File: config.mk
export PLATFORM = sky130hd
export DESIGN_NAME = periodic_task_timer_table_flat
export DESIGN_NICKNAME = d
export VERILOG_FILES = /design/src/sv/ptt_pkg.sv /design/src/sv/ptt_in_if.sv /design/src/sv/ptt_out_if.sv /design/src/sv/periodic_task_timer_table.sv /design/src/flat_wrapper.sv
export SDC_FILE = /design/constraint.sdc
export NUM_CORES = 2
export LEC_CHECK = 0
export ABC_CLOCK_PERIOD_IN_PS = 5750
export BUFFER_PORTS_ARGS = -buffer_cell sky130_fd_sc_hd__buf_2
export CORE_UTILIZATION = 50
export DETAILED_ROUTE_END_ITERATION = 12
export PLACE_DENSITY = 0.66
export SLEW_MARGIN = 0
export SYNTH_ARGS = -nofsm -noshare
export SYNTH_HDL_FRONTEND = slang
export SYNTH_SLANG_ARGS = --single-unit
File: constraint.sdc
create_clock -name clk -period 5.75 [get_ports clk]
set_input_delay 0.8625 -clock clk [delete_from_list [all_inputs] [get_ports clk]]
set_output_delay 0.8625 -clock clk [all_outputs]
set_load 0.1 [all_outputs]
File: src/sv/ptt_pkg.sv
// shared types and constants for the periodic task timer table
`timescale 1ns / 1ps

package ptt_pkg;

    localparam int FIELD_W     = 16;
    localparam int SLOT_W      = 4;
    localparam int COUNT_W     = 5;
    localparam int MAX_RESULTS = 16;
    localparam int N_W         = 5;

    localparam logic [FIELD_W-1:0] NOT_SET = 16'hFFFF;

    // operation codes
    typedef logic [1:0] action_t;
    localparam action_t ACT_ADD    = 2'd0;
    localparam action_t ACT_DELETE = 2'd1;
    localparam action_t ACT_TICK   = 2'd2;
    localparam action_t ACT_SCAN   = 2'd3;

    // result status codes
    typedef logic [1:0] status_t;
    localparam status_t ST_DONE  = 2'd0;
    localparam status_t ST_FULL  = 2'd1;
    localparam status_t ST_DUP   = 2'd2;
    localparam status_t ST_EMPTY = 2'd3;

    typedef enum logic [2:0] {
        S_IDLE,
        S_READ,
        S_EXEC,
        S_SHIFT_RD,
        S_SHIFT_WR,
        S_FINISH
    } state_t;

    typedef struct packed {
        action_t              action;
        logic [FIELD_W-1:0]   task_key;
        logic [FIELD_W-1:0]   period;
        logic [FIELD_W-1:0]   task_tag;
    } ptt_in_t;

    typedef struct packed {
        status_t              status;
        logic                 dispatch_valid;
        logic [SLOT_W-1:0]    slot;
        logic [FIELD_W-1:0]   dispatched_tag;
        logic [COUNT_W-1:0]   task_count;
        logic                 last;
    } ptt_out_t;

    typedef struct packed {
        logic [FIELD_W-1:0]   key;
        logic [FIELD_W-1:0]   tag;
        logic [FIELD_W-1:0]   period;
        logic [FIELD_W-1:0]   countdown;
    } entry_t;

endpackage

File: src/sv/ptt_in_if.sv
// operation channel: valid/ready with one operation per beat
`timescale 1ns / 1ps

interface ptt_in_if;
    import ptt_pkg::*;

    logic    valid;
    logic    ready;
    ptt_in_t data;

    modport source (output valid, output data, input ready);
    modport sink   (input valid, input data, output ready);
endinterface

File: src/sv/ptt_out_if.sv
// result channel: valid/ready with one result per beat
`timescale 1ns / 1ps

interface ptt_out_if;
    import ptt_pkg::*;

    logic     valid;
    logic     ready;
    ptt_out_t data;

    modport source (output valid, output data, input ready);
    modport sink   (input valid, input data, output ready);
endinterface

File: src/sv/periodic_task_timer_table.sv
// periodic task timer table: task store, sequencer and result register
//
// task_in takes one operation per beat (add, delete, tick, schedule scan).
// result_out gives the results of that operation, one per beat, the final
// one marked by last. Add, delete and tick give one result; a scan gives one
// dispatch per due task in table order (up to 16), or one empty result.
// The table sits in a single-port-write, one-read memory; each entry is
// visited by a read, then a compare/update in the shared unit. An add that
// meets its key stops the search there; an add to a full table or any
// operation on an empty table goes straight to its final result, and a
// delete that finds its key moves each later entry down one place (read,
// then write) before it ends.
// task_in is ready only between operations, so one operation is in work at
// a time and a new one is taken only after the last one has ended.
// A stalled result_out holds the result register; a scan then waits before
// taking the next due task, and an operation waits at its end for the
// register to free up. Reset empties the table at once (count goes to zero),
// no clearing pass is needed.
`timescale 1ns / 1ps

module periodic_task_timer_table #(
    parameter int TABLE_DEPTH = 16
) (
    input  logic      clk,
    input  logic      rst_n,
    ptt_in_if.sink    task_in,
    ptt_out_if.source result_out
);
    import ptt_pkg::*;

    localparam int IDX_W = $clog2(TABLE_DEPTH);
    localparam int CNT_W = $clog2(TABLE_DEPTH + 1);
    localparam logic [CNT_W-1:0] DEPTH_C = CNT_W'(TABLE_DEPTH);
    localparam logic [N_W-1:0]   MAX_C   = N_W'(MAX_RESULTS);

    // task store
    entry_t mem [TABLE_DEPTH];
    entry_t rdata_reg;
    logic   [IDX_W-1:0] rd_addr;
    logic               mem_we;
    logic   [IDX_W-1:0] mem_waddr;
    entry_t             mem_wdata;

    state_t              state_reg, state_next;
    logic [IDX_W-1:0]    idx_reg, idx_next;
    logic [CNT_W-1:0]    count_reg, count_next;
    logic [N_W-1:0]      n_reg, n_next;
    ptt_in_t             op_reg, op_next;
    status_t             status_reg, status_next;
    logic                found_reg, found_next;
    logic                pend_valid_reg, pend_valid_next;
    logic [IDX_W-1:0]    pend_slot_reg, pend_slot_next;
    logic [FIELD_W-1:0]  pend_tag_reg, pend_tag_next;
    logic                out_valid_reg, out_valid_next;
    ptt_out_t            out_data_reg, out_data_next;

    logic                accept;
    logic                out_free;
    logic [CNT_W-1:0]    idx_ext;
    logic [CNT_W-1:0]    idx_plus1;
    logic [CNT_W-1:0]    idx_plus2;
    logic                is_last;
    logic                key_match;
    logic                due;
    logic                scan_stall;
    logic                add_ok;
    logic [CNT_W-1:0]    count_after;

    assign accept     = task_in.valid && task_in.ready;
    assign out_free   = !out_valid_reg || result_out.ready;
    assign idx_ext    = CNT_W'(idx_reg);
    assign idx_plus1  = idx_ext + CNT_W'(1);
    assign idx_plus2  = idx_ext + CNT_W'(2);
    assign is_last    = (idx_plus1 == count_reg);
    assign key_match  = (rdata_reg.key == op_reg.task_key);
    assign due        = (rdata_reg.countdown == '0) && (rdata_reg.key != '0);
    assign scan_stall = due && pend_valid_reg && !out_free;
    assign add_ok     = (op_reg.action == ACT_ADD) && (status_reg == ST_DONE);
    assign rd_addr    = (state_reg == S_SHIFT_RD) ? IDX_W'(idx_plus1) : idx_reg;

    // table size after the current operation
    always_comb
    begin
        count_after = count_reg;
        if (add_ok)
        begin
            count_after = count_reg + CNT_W'(1);
        end
        else if ((op_reg.action == ACT_DELETE) && found_reg)
        begin
            count_after = count_reg - CNT_W'(1);
        end
    end

    assign task_in.ready   = (state_reg == S_IDLE);
    assign result_out.valid = out_valid_reg;
    assign result_out.data  = out_data_reg;

    // next state
    always_comb
    begin
        state_next = state_reg;
        case (state_reg)
            S_IDLE:
            begin
                if (accept)
                begin
                    if (count_reg == '0 ||
                        (task_in.data.action == ACT_ADD && count_reg == DEPTH_C))
                    begin
                        state_next = S_FINISH;
                    end
                    else
                    begin
                        state_next = S_READ;
                    end
                end
            end
            S_READ:
            begin
                state_next = S_EXEC;
            end
            S_EXEC:
            begin
                case (op_reg.action)
                    ACT_ADD:
                    begin
                        state_next = (key_match || is_last) ? S_FINISH : S_READ;
                    end
                    ACT_DELETE:
                    begin
                        if (key_match)
                        begin
                            state_next = is_last ? S_FINISH : S_SHIFT_RD;
                        end
                        else
                        begin
                            state_next = is_last ? S_FINISH : S_READ;
                        end
                    end
                    ACT_TICK:
                    begin
                        state_next = is_last ? S_FINISH : S_READ;
                    end
                    default:
                    begin
                        if (!scan_stall)
                        begin
                            if (is_last || (due && (n_reg + N_W'(1)) == MAX_C))
                            begin
                                state_next = S_FINISH;
                            end
                            else
                            begin
                                state_next = S_READ;
                            end
                        end
                    end
                endcase
            end
            S_SHIFT_RD:
            begin
                state_next = S_SHIFT_WR;
            end
            S_SHIFT_WR:
            begin
                state_next = (idx_plus2 < count_reg) ? S_SHIFT_RD : S_FINISH;
            end
            S_FINISH:
            begin
                if (out_free)
                begin
                    state_next = S_IDLE;
                end
            end
            default:
            begin
                state_next = S_IDLE;
            end
        endcase
    end

    // datapath control and shared compare/decrement unit
    always_comb
    begin
        idx_next        = idx_reg;
        count_next      = count_reg;
        n_next          = n_reg;
        op_next         = op_reg;
        status_next     = status_reg;
        found_next      = found_reg;
        pend_valid_next = pend_valid_reg;
        pend_slot_next  = pend_slot_reg;
        pend_tag_next   = pend_tag_reg;
        out_valid_next  = out_valid_reg && !result_out.ready;
        out_data_next   = out_data_reg;
        mem_we          = 1'b0;
        mem_waddr       = idx_reg;
        mem_wdata       = rdata_reg;

        case (state_reg)
            S_IDLE:
            begin
                if (accept)
                begin
                    op_next         = task_in.data;
                    idx_next        = '0;
                    n_next          = '0;
                    found_next      = 1'b0;
                    pend_valid_next = 1'b0;
                    if (task_in.data.action == ACT_ADD && count_reg == DEPTH_C)
                    begin
                        status_next = ST_FULL;
                    end
                    else if (task_in.data.action == ACT_DELETE && count_reg == '0)
                    begin
                        status_next = ST_EMPTY;
                    end
                    else
                    begin
                        status_next = ST_DONE;
                    end
                end
            end
            S_EXEC:
            begin
                case (op_reg.action)
                    ACT_ADD:
                    begin
                        if (key_match)
                        begin
                            status_next = ST_DUP;
                        end
                        else if (!is_last)
                        begin
                            idx_next = idx_reg + IDX_W'(1);
                        end
                    end
                    ACT_DELETE:
                    begin
                        if (key_match)
                        begin
                            found_next = 1'b1;
                        end
                        else if (!is_last)
                        begin
                            idx_next = idx_reg + IDX_W'(1);
                        end
                    end
                    ACT_TICK:
                    begin
                        if (rdata_reg.countdown != NOT_SET && rdata_reg.countdown != '0)
                        begin
                            mem_we              = 1'b1;
                            mem_wdata.countdown = rdata_reg.countdown - FIELD_W'(1);
                        end
                        if (!is_last)
                        begin
                            idx_next = idx_reg + IDX_W'(1);
                        end
                    end
                    default:
                    begin
                        if (!scan_stall)
                        begin
                            if (due)
                            begin
                                // reload and hold the dispatch until its successor is known
                                mem_we              = 1'b1;
                                mem_wdata.countdown = rdata_reg.period;
                                if (pend_valid_reg)
                                begin
                                    out_valid_next              = 1'b1;
                                    out_data_next.status        = ST_DONE;
                                    out_data_next.dispatch_valid = 1'b1;
                                    out_data_next.slot          = SLOT_W'(pend_slot_reg);
                                    out_data_next.dispatched_tag = pend_tag_reg;
                                    out_data_next.task_count    = COUNT_W'(count_reg);
                                    out_data_next.last          = 1'b0;
                                end
                                pend_valid_next = 1'b1;
                                pend_slot_next  = idx_reg;
                                pend_tag_next   = rdata_reg.tag;
                                n_next          = n_reg + N_W'(1);
                            end
                            if (!is_last)
                            begin
                                idx_next = idx_reg + IDX_W'(1);
                            end
                        end
                    end
                endcase
            end
            S_SHIFT_WR:
            begin
                // move the following entry down one place
                mem_we    = 1'b1;
                mem_wdata = rdata_reg;
                idx_next  = idx_reg + IDX_W'(1);
            end
            S_FINISH:
            begin
                if (out_free)
                begin
                    out_valid_next           = 1'b1;
                    out_data_next.status     = status_reg;
                    out_data_next.task_count = COUNT_W'(count_after);
                    out_data_next.last       = 1'b1;
                    if (op_reg.action == ACT_SCAN && pend_valid_reg)
                    begin
                        out_data_next.dispatch_valid = 1'b1;
                        out_data_next.slot           = SLOT_W'(pend_slot_reg);
                        out_data_next.dispatched_tag = pend_tag_reg;
                    end
                    else
                    begin
                        out_data_next.dispatch_valid = 1'b0;
                        out_data_next.slot           = '0;
                        out_data_next.dispatched_tag = '0;
                    end
                    if (add_ok)
                    begin
                        mem_we              = 1'b1;
                        mem_waddr           = IDX_W'(count_reg);
                        mem_wdata.key       = op_reg.task_key;
                        mem_wdata.tag       = op_reg.task_tag;
                        mem_wdata.period    = op_reg.period;
                        mem_wdata.countdown = op_reg.period;
                    end
                    count_next      = count_after;
                    pend_valid_next = 1'b0;
                end
            end
            default:
            begin
            end
        endcase
    end

    // task store, registered read
    always_ff @(posedge clk)
    begin
        if (mem_we)
        begin
            mem[mem_waddr] <= mem_wdata;
        end
        rdata_reg <= mem[rd_addr];
    end

    // control registers
    always_ff @(posedge clk or negedge rst_n)
    begin
        if (!rst_n)
        begin
            state_reg      <= S_IDLE;
            count_reg      <= '0;
            n_reg          <= '0;
            found_reg      <= 1'b0;
            pend_valid_reg <= 1'b0;
            out_valid_reg  <= 1'b0;
            idx_reg        <= '0;
            status_reg     <= ST_DONE;
        end
        else
        begin
            state_reg      <= state_next;
            count_reg      <= count_next;
            n_reg          <= n_next;
            found_reg      <= found_next;
            pend_valid_reg <= pend_valid_next;
            out_valid_reg  <= out_valid_next;
            idx_reg        <= idx_next;
            status_reg     <= status_next;
        end
    end

    // payload registers
    always_ff @(posedge clk)
    begin
        op_reg        <= op_next;
        pend_slot_reg <= pend_slot_next;
        pend_tag_reg  <= pend_tag_next;
        out_data_reg  <= out_data_next;
    end

    // table never holds more tasks than it has rows
    a_count_bound: assert property (@(posedge clk) disable iff (!rst_n)
        count_reg <= DEPTH_C)
        else $error("task count above table depth");

    // a scan never dispatches more than the result limit
    a_dispatch_bound: assert property (@(posedge clk) disable iff (!rst_n)
        n_reg <= MAX_C)
        else $error("dispatch count above limit");

    // a held dispatch belongs to a scan
    a_pend_scan: assert property (@(posedge clk) disable iff (!rst_n)
        pend_valid_reg |-> (op_reg.action == ACT_SCAN))
        else $error("pending dispatch outside a scan");

    // a successful add grows the table by one
    a_add_grows: assert property (@(posedge clk) disable iff (!rst_n)
        (state_reg == S_FINISH && out_free && add_ok)
        |=> (count_reg == $past(count_reg) + CNT_W'(1)))
        else $error("add did not grow the table");

    // every operation ends in a final result beat
    a_finish_last: assert property (@(posedge clk) disable iff (!rst_n)
        (state_reg == S_FINISH && out_free) |=> (out_valid_reg && out_data_reg.last))
        else $error("operation ended without a final result");

endmodule
File: src/flat_wrapper.sv
// flat-port wrapper written by rule: the top's interface ports become plain ports
module periodic_task_timer_table_flat import ptt_pkg::*;
#(
    parameter int TABLE_DEPTH = 16
)
  (clk, rst_n, task_in_valid, task_in_data, task_in_ready, result_out_valid, result_out_data, result_out_ready);
  ptt_in_if task_in_i ();
  ptt_out_if result_out_i ();
  input  logic clk;
  input  logic rst_n;
  input wire logic [$bits(task_in_i.valid)-1:0] task_in_valid;
  input wire logic [$bits(task_in_i.data)-1:0] task_in_data;
  output wire logic [$bits(task_in_i.ready)-1:0] task_in_ready;
  output wire logic [$bits(result_out_i.valid)-1:0] result_out_valid;
  output wire logic [$bits(result_out_i.data)-1:0] result_out_data;
  input wire logic [$bits(result_out_i.ready)-1:0] result_out_ready;
  assign task_in_i.valid = task_in_valid;
  assign task_in_i.data = task_in_data;
  assign task_in_ready = task_in_i.ready;
  assign result_out_valid = result_out_i.valid;
  assign result_out_data = result_out_i.data;
  assign result_out_i.ready = result_out_ready;
  periodic_task_timer_table #(.TABLE_DEPTH(TABLE_DEPTH)) u_core (.clk(clk), .rst_n(rst_n), .task_in(task_in_i), .result_out(result_out_i));
endmodule
==> flow_summary_export.csv <==
group,metric,value,unit
synth,ys_seq_elements,1209,
worst_setup_path,required,6.06,ns
run_status,outcome,"finished, final reports clean",
sta,slew_headroom,13.9,%
floorplan,pin_count,85,
global_routing,grt_pass1_wl,176,mm
floorplan,num_rows,112,
synth,syn_inst,3074,
sta,finalCriticalPeriod,4.84,ns
final_layout,fin_util,56.9,%
drt,drcViolationCount,0,
synth,synth_warnings,0,
synth,synth.distinct_cells,73,
sta,finClkSkew,0.0238,ns
floorplan,core,0.0933,mm^2
placed_design,dp_hpwl,68.3,mm
global_routing,grt_max_degree,99,
worst_setup_path,cp-end-kind,"flop",
placed_design,numPortBuffers,84,
drt,wirelength,118,mm
drt,drt_pre_antenna_iters,5,
drt,vias_per_cell,5.98,
drt,dr.max_layer_used,"met5",
drt,wl_met2,56.7,mm
placed_design,globalplace.congestion,0.943,
sta,hold_viol,0,
power_and_ir_drop,pwr-share-seq,47.4,%
power_and_ir_drop,switching_share,30.9,%
global_routing,antenna_found_initial,2,
power_and_ir_drop,ir_drop,0.478,mV
synth,synth_area_leaders,"edfxtp_1 (72%), mux4_2 (6.1%), nand2_1 (5.7%)",
worst_setup_path,crit_arrival,5.15,ns
run,max_cap_viol_count,0,
clocking,cts_tree,"built",
sta,drv_slew,0,
sta,finalCritPeriodShare,84.2,%
synth,yosysTopAreaCell,"edfxtp_1",
final_layout,drive_above_1_share,15.0,%
synth,synth_top_area_share,71.6,%
final_layout,finish.net_count,3253,
final_layout,nFillCells,7214,
sta,clock.fmax,0.206,GHz
power_and_ir_drop,p_leak,0.0178,uW
global_routing,grt_usage,25.1,%
synth,synth_area_per_cell,15.3,um^2
power_and_ir_drop,pwr-share-comb,22.9,%
drt,drt_iter0_markers,3302,
placed_design,placed_area,0.0493,mm^2
clocking,cts_max_path_buffers,3,
clocking,clk_latency,0.69,ns
clocking,htreeDepth,3,
power_and_ir_drop,switchingPower,7900,uW
clocking,cts_resized,0,
global_routing,grt_pass1_vias,27200,
worst_setup_path,crit_type,"flop to flop",
power_and_ir_drop,p_clk_share,29.7,%
floorplan,start_util,50.4,%
hold_path,hp-class,"input port to asynchronous set/reset pin",
synth,synth_top_cells_by_count,"edfxtp_1 (1123), nand2_1 (712), nand3_1 (271)",
sta,finalSetupTns,0,ns
sta,setup_violations,0,
sta,rsz0062_at_grt,"no",
synth,synthMostInstantiatedCell,"edfxtp_1",
drt,vias,27100,
synth,synth_edf_count,1123,
floorplan,die_w,309,um
final_layout,area_growth,12.7,%
floorplan,die_h,309,um
worst_setup_path,crit_fanout,51,
synth,syn_area,0.0471,mm^2
drt,wl_met3,9.71,mm
synth,synth_seq_area_share,75.5,%
clocking,cts_sinks,1209,
power_and_ir_drop,power.density,482,mW/mm^2
clocking,hold_buffers,0,
clocking,cts_made_buffers,117,
synth,synthFlopType,"edfxtp_1",
drt,ant_nets,0,
sta,tightestPinTransition,1.29,ns
drt,wl_met1,47.8,mm
synth,synth_nets,3148,
floorplan,fp.dieArea,0.0954,mm^2
power_and_ir_drop,intPower,17700,uW
final_layout,largest_reg_flops,1024,
worst_setup_path,worstSetupStartpointType,"flop",
final_layout,final_area,0.0531,mm^2
drt,wl_per_cell,26.0,um
clocking,root_buffer,"clkbuf_16",
global_routing,overflow,0,
synth,async_flop_share,1.82,%
clocking,clk_pin_slew,0.07,ns
clocking,cts_setup_buffers,0,
## power by group through the flow
| stage | clock (uW) | sequential, uW | combinational, uW |
|---|---|---|---|
| 2_1_floorplan | 0 | 12200 | 3610 |
| 3_3_place_gp | 0 | 12200 | 5680 |
| 3_5_place_dp | 0 | 12300 | 5860 |
| 4_1_cts | 7700 | 12100 | 5870 |
| 5_1_grt | 8030 | 12200 | 6350 |
| 6_report | 7590 | 12100 | 5870 |
## area by class of cell
| type | count | area (um^2) | area share [%] |
|---|---|---|---|
| clock inverter | 59 | 569 | 1.07 |
| sequential | 1209 | 35600 | 67.0 |
| antenna | 2 | 5.00 | 0.00943 |
| timing repair buffer | 155 | 1130 | 2.13 |
| clock buffer | 164 | 3230 | 6.08 |
| inverter | 21 | 78.8 | 0.149 |
| multi-input combinational | 1675 | 10900 | 20.6 |
| tap | 1254 | 1570 | 2.96 |
## worst max-delay path: stages, from the launching register on
cell	delay (ns)
edfxtp_1	0.44
inv_1	0.13
ha_1	0.24
inv_1	0.11
nor3_1	0.51
nand3_2	0.78
nor3_1	0.35
a31oi_1	0.13
nand2b_1	0.34
nor2_4	0.50
buf_4	0.84
## stage by stage
stage / worst slack [ns] / std cells / total power, uW / hold slack [ns]
CTS: 0.949 / 4537 / 25700 / 0.131
detailed placement: 0.968 / 4314 / 18100 / 0.415
finish: 0.906 / 4539 / 25600 / 0.139
global placement: 1.01 / 4314 / 17900 / 0.412
global route: 0.582 / 4537 / 26500 / 0.157
floorplan: 0.364 / 3074 / 15800 / 0.408
## cell usage in the layout, fill, tap and decap left out, types with 28 or more instances in the layout
cell,netlist,routed
a22oi_1,66,66
nand4_1,75,75
a31oi_1,28,28
o21ai_1,49,49
buf_2,71,84
o21ai_0,45,45
nand3_1,271,270
nor2_1,51,33
nand2_1,712,712
dfxtp_1,64,64
edfxtp_1,1123,1123
mux4_2,128,128
clkbuf_1,88,38
clkbuf_16,0,120
buf_4,1,57
## path summary, 6_finish.rpt
kind	cells after the start	to	slack [ns]	start
worst min-delay path	1	u_core.idx_reg[0]$_DFFE_PN0P_	0.14	rst_n
worst min register to register	0	u_core.pend_tag_reg[3]$_DFFE_PP_	0.43	u_core.rdata_reg[35]$_DFF_P_
worst max register to register	10	u_core.mem[3][56]$_DFFE_PP_	0.91	u_core.op_reg[49]$_DFFE_PP_
max in group asynchronous	1	u_core.n_reg[2]$_DFFE_PN0P_	5.22	rst_n
min in group clk	1	u_core.op_reg[31]$_DFFE_PP_	0.34	task_in_data[31]
worst max-delay path	10	u_core.mem[3][56]$_DFFE_PP_	0.91	u_core.op_reg[49]$_DFFE_PP_
## per-layer routing
layer	track usage [%]	vias up
li1	-	11900
met5	0	-
met4	8.76	2
met1	34.6	13800
met3	4.44	210
met2	40.4	1201
## cell families after synthesis
family          after synthesis  synth area share, %
simple gates               1217                 11.6
buf+inv                     190                 1.73
fa+ha+maj                    20                0.532
xor+xnor                     38                0.755
flops                      1209                 75.5
mux                         131                 6.19
compound gates              269                 3.70
(Power assumes the default switching activity.)
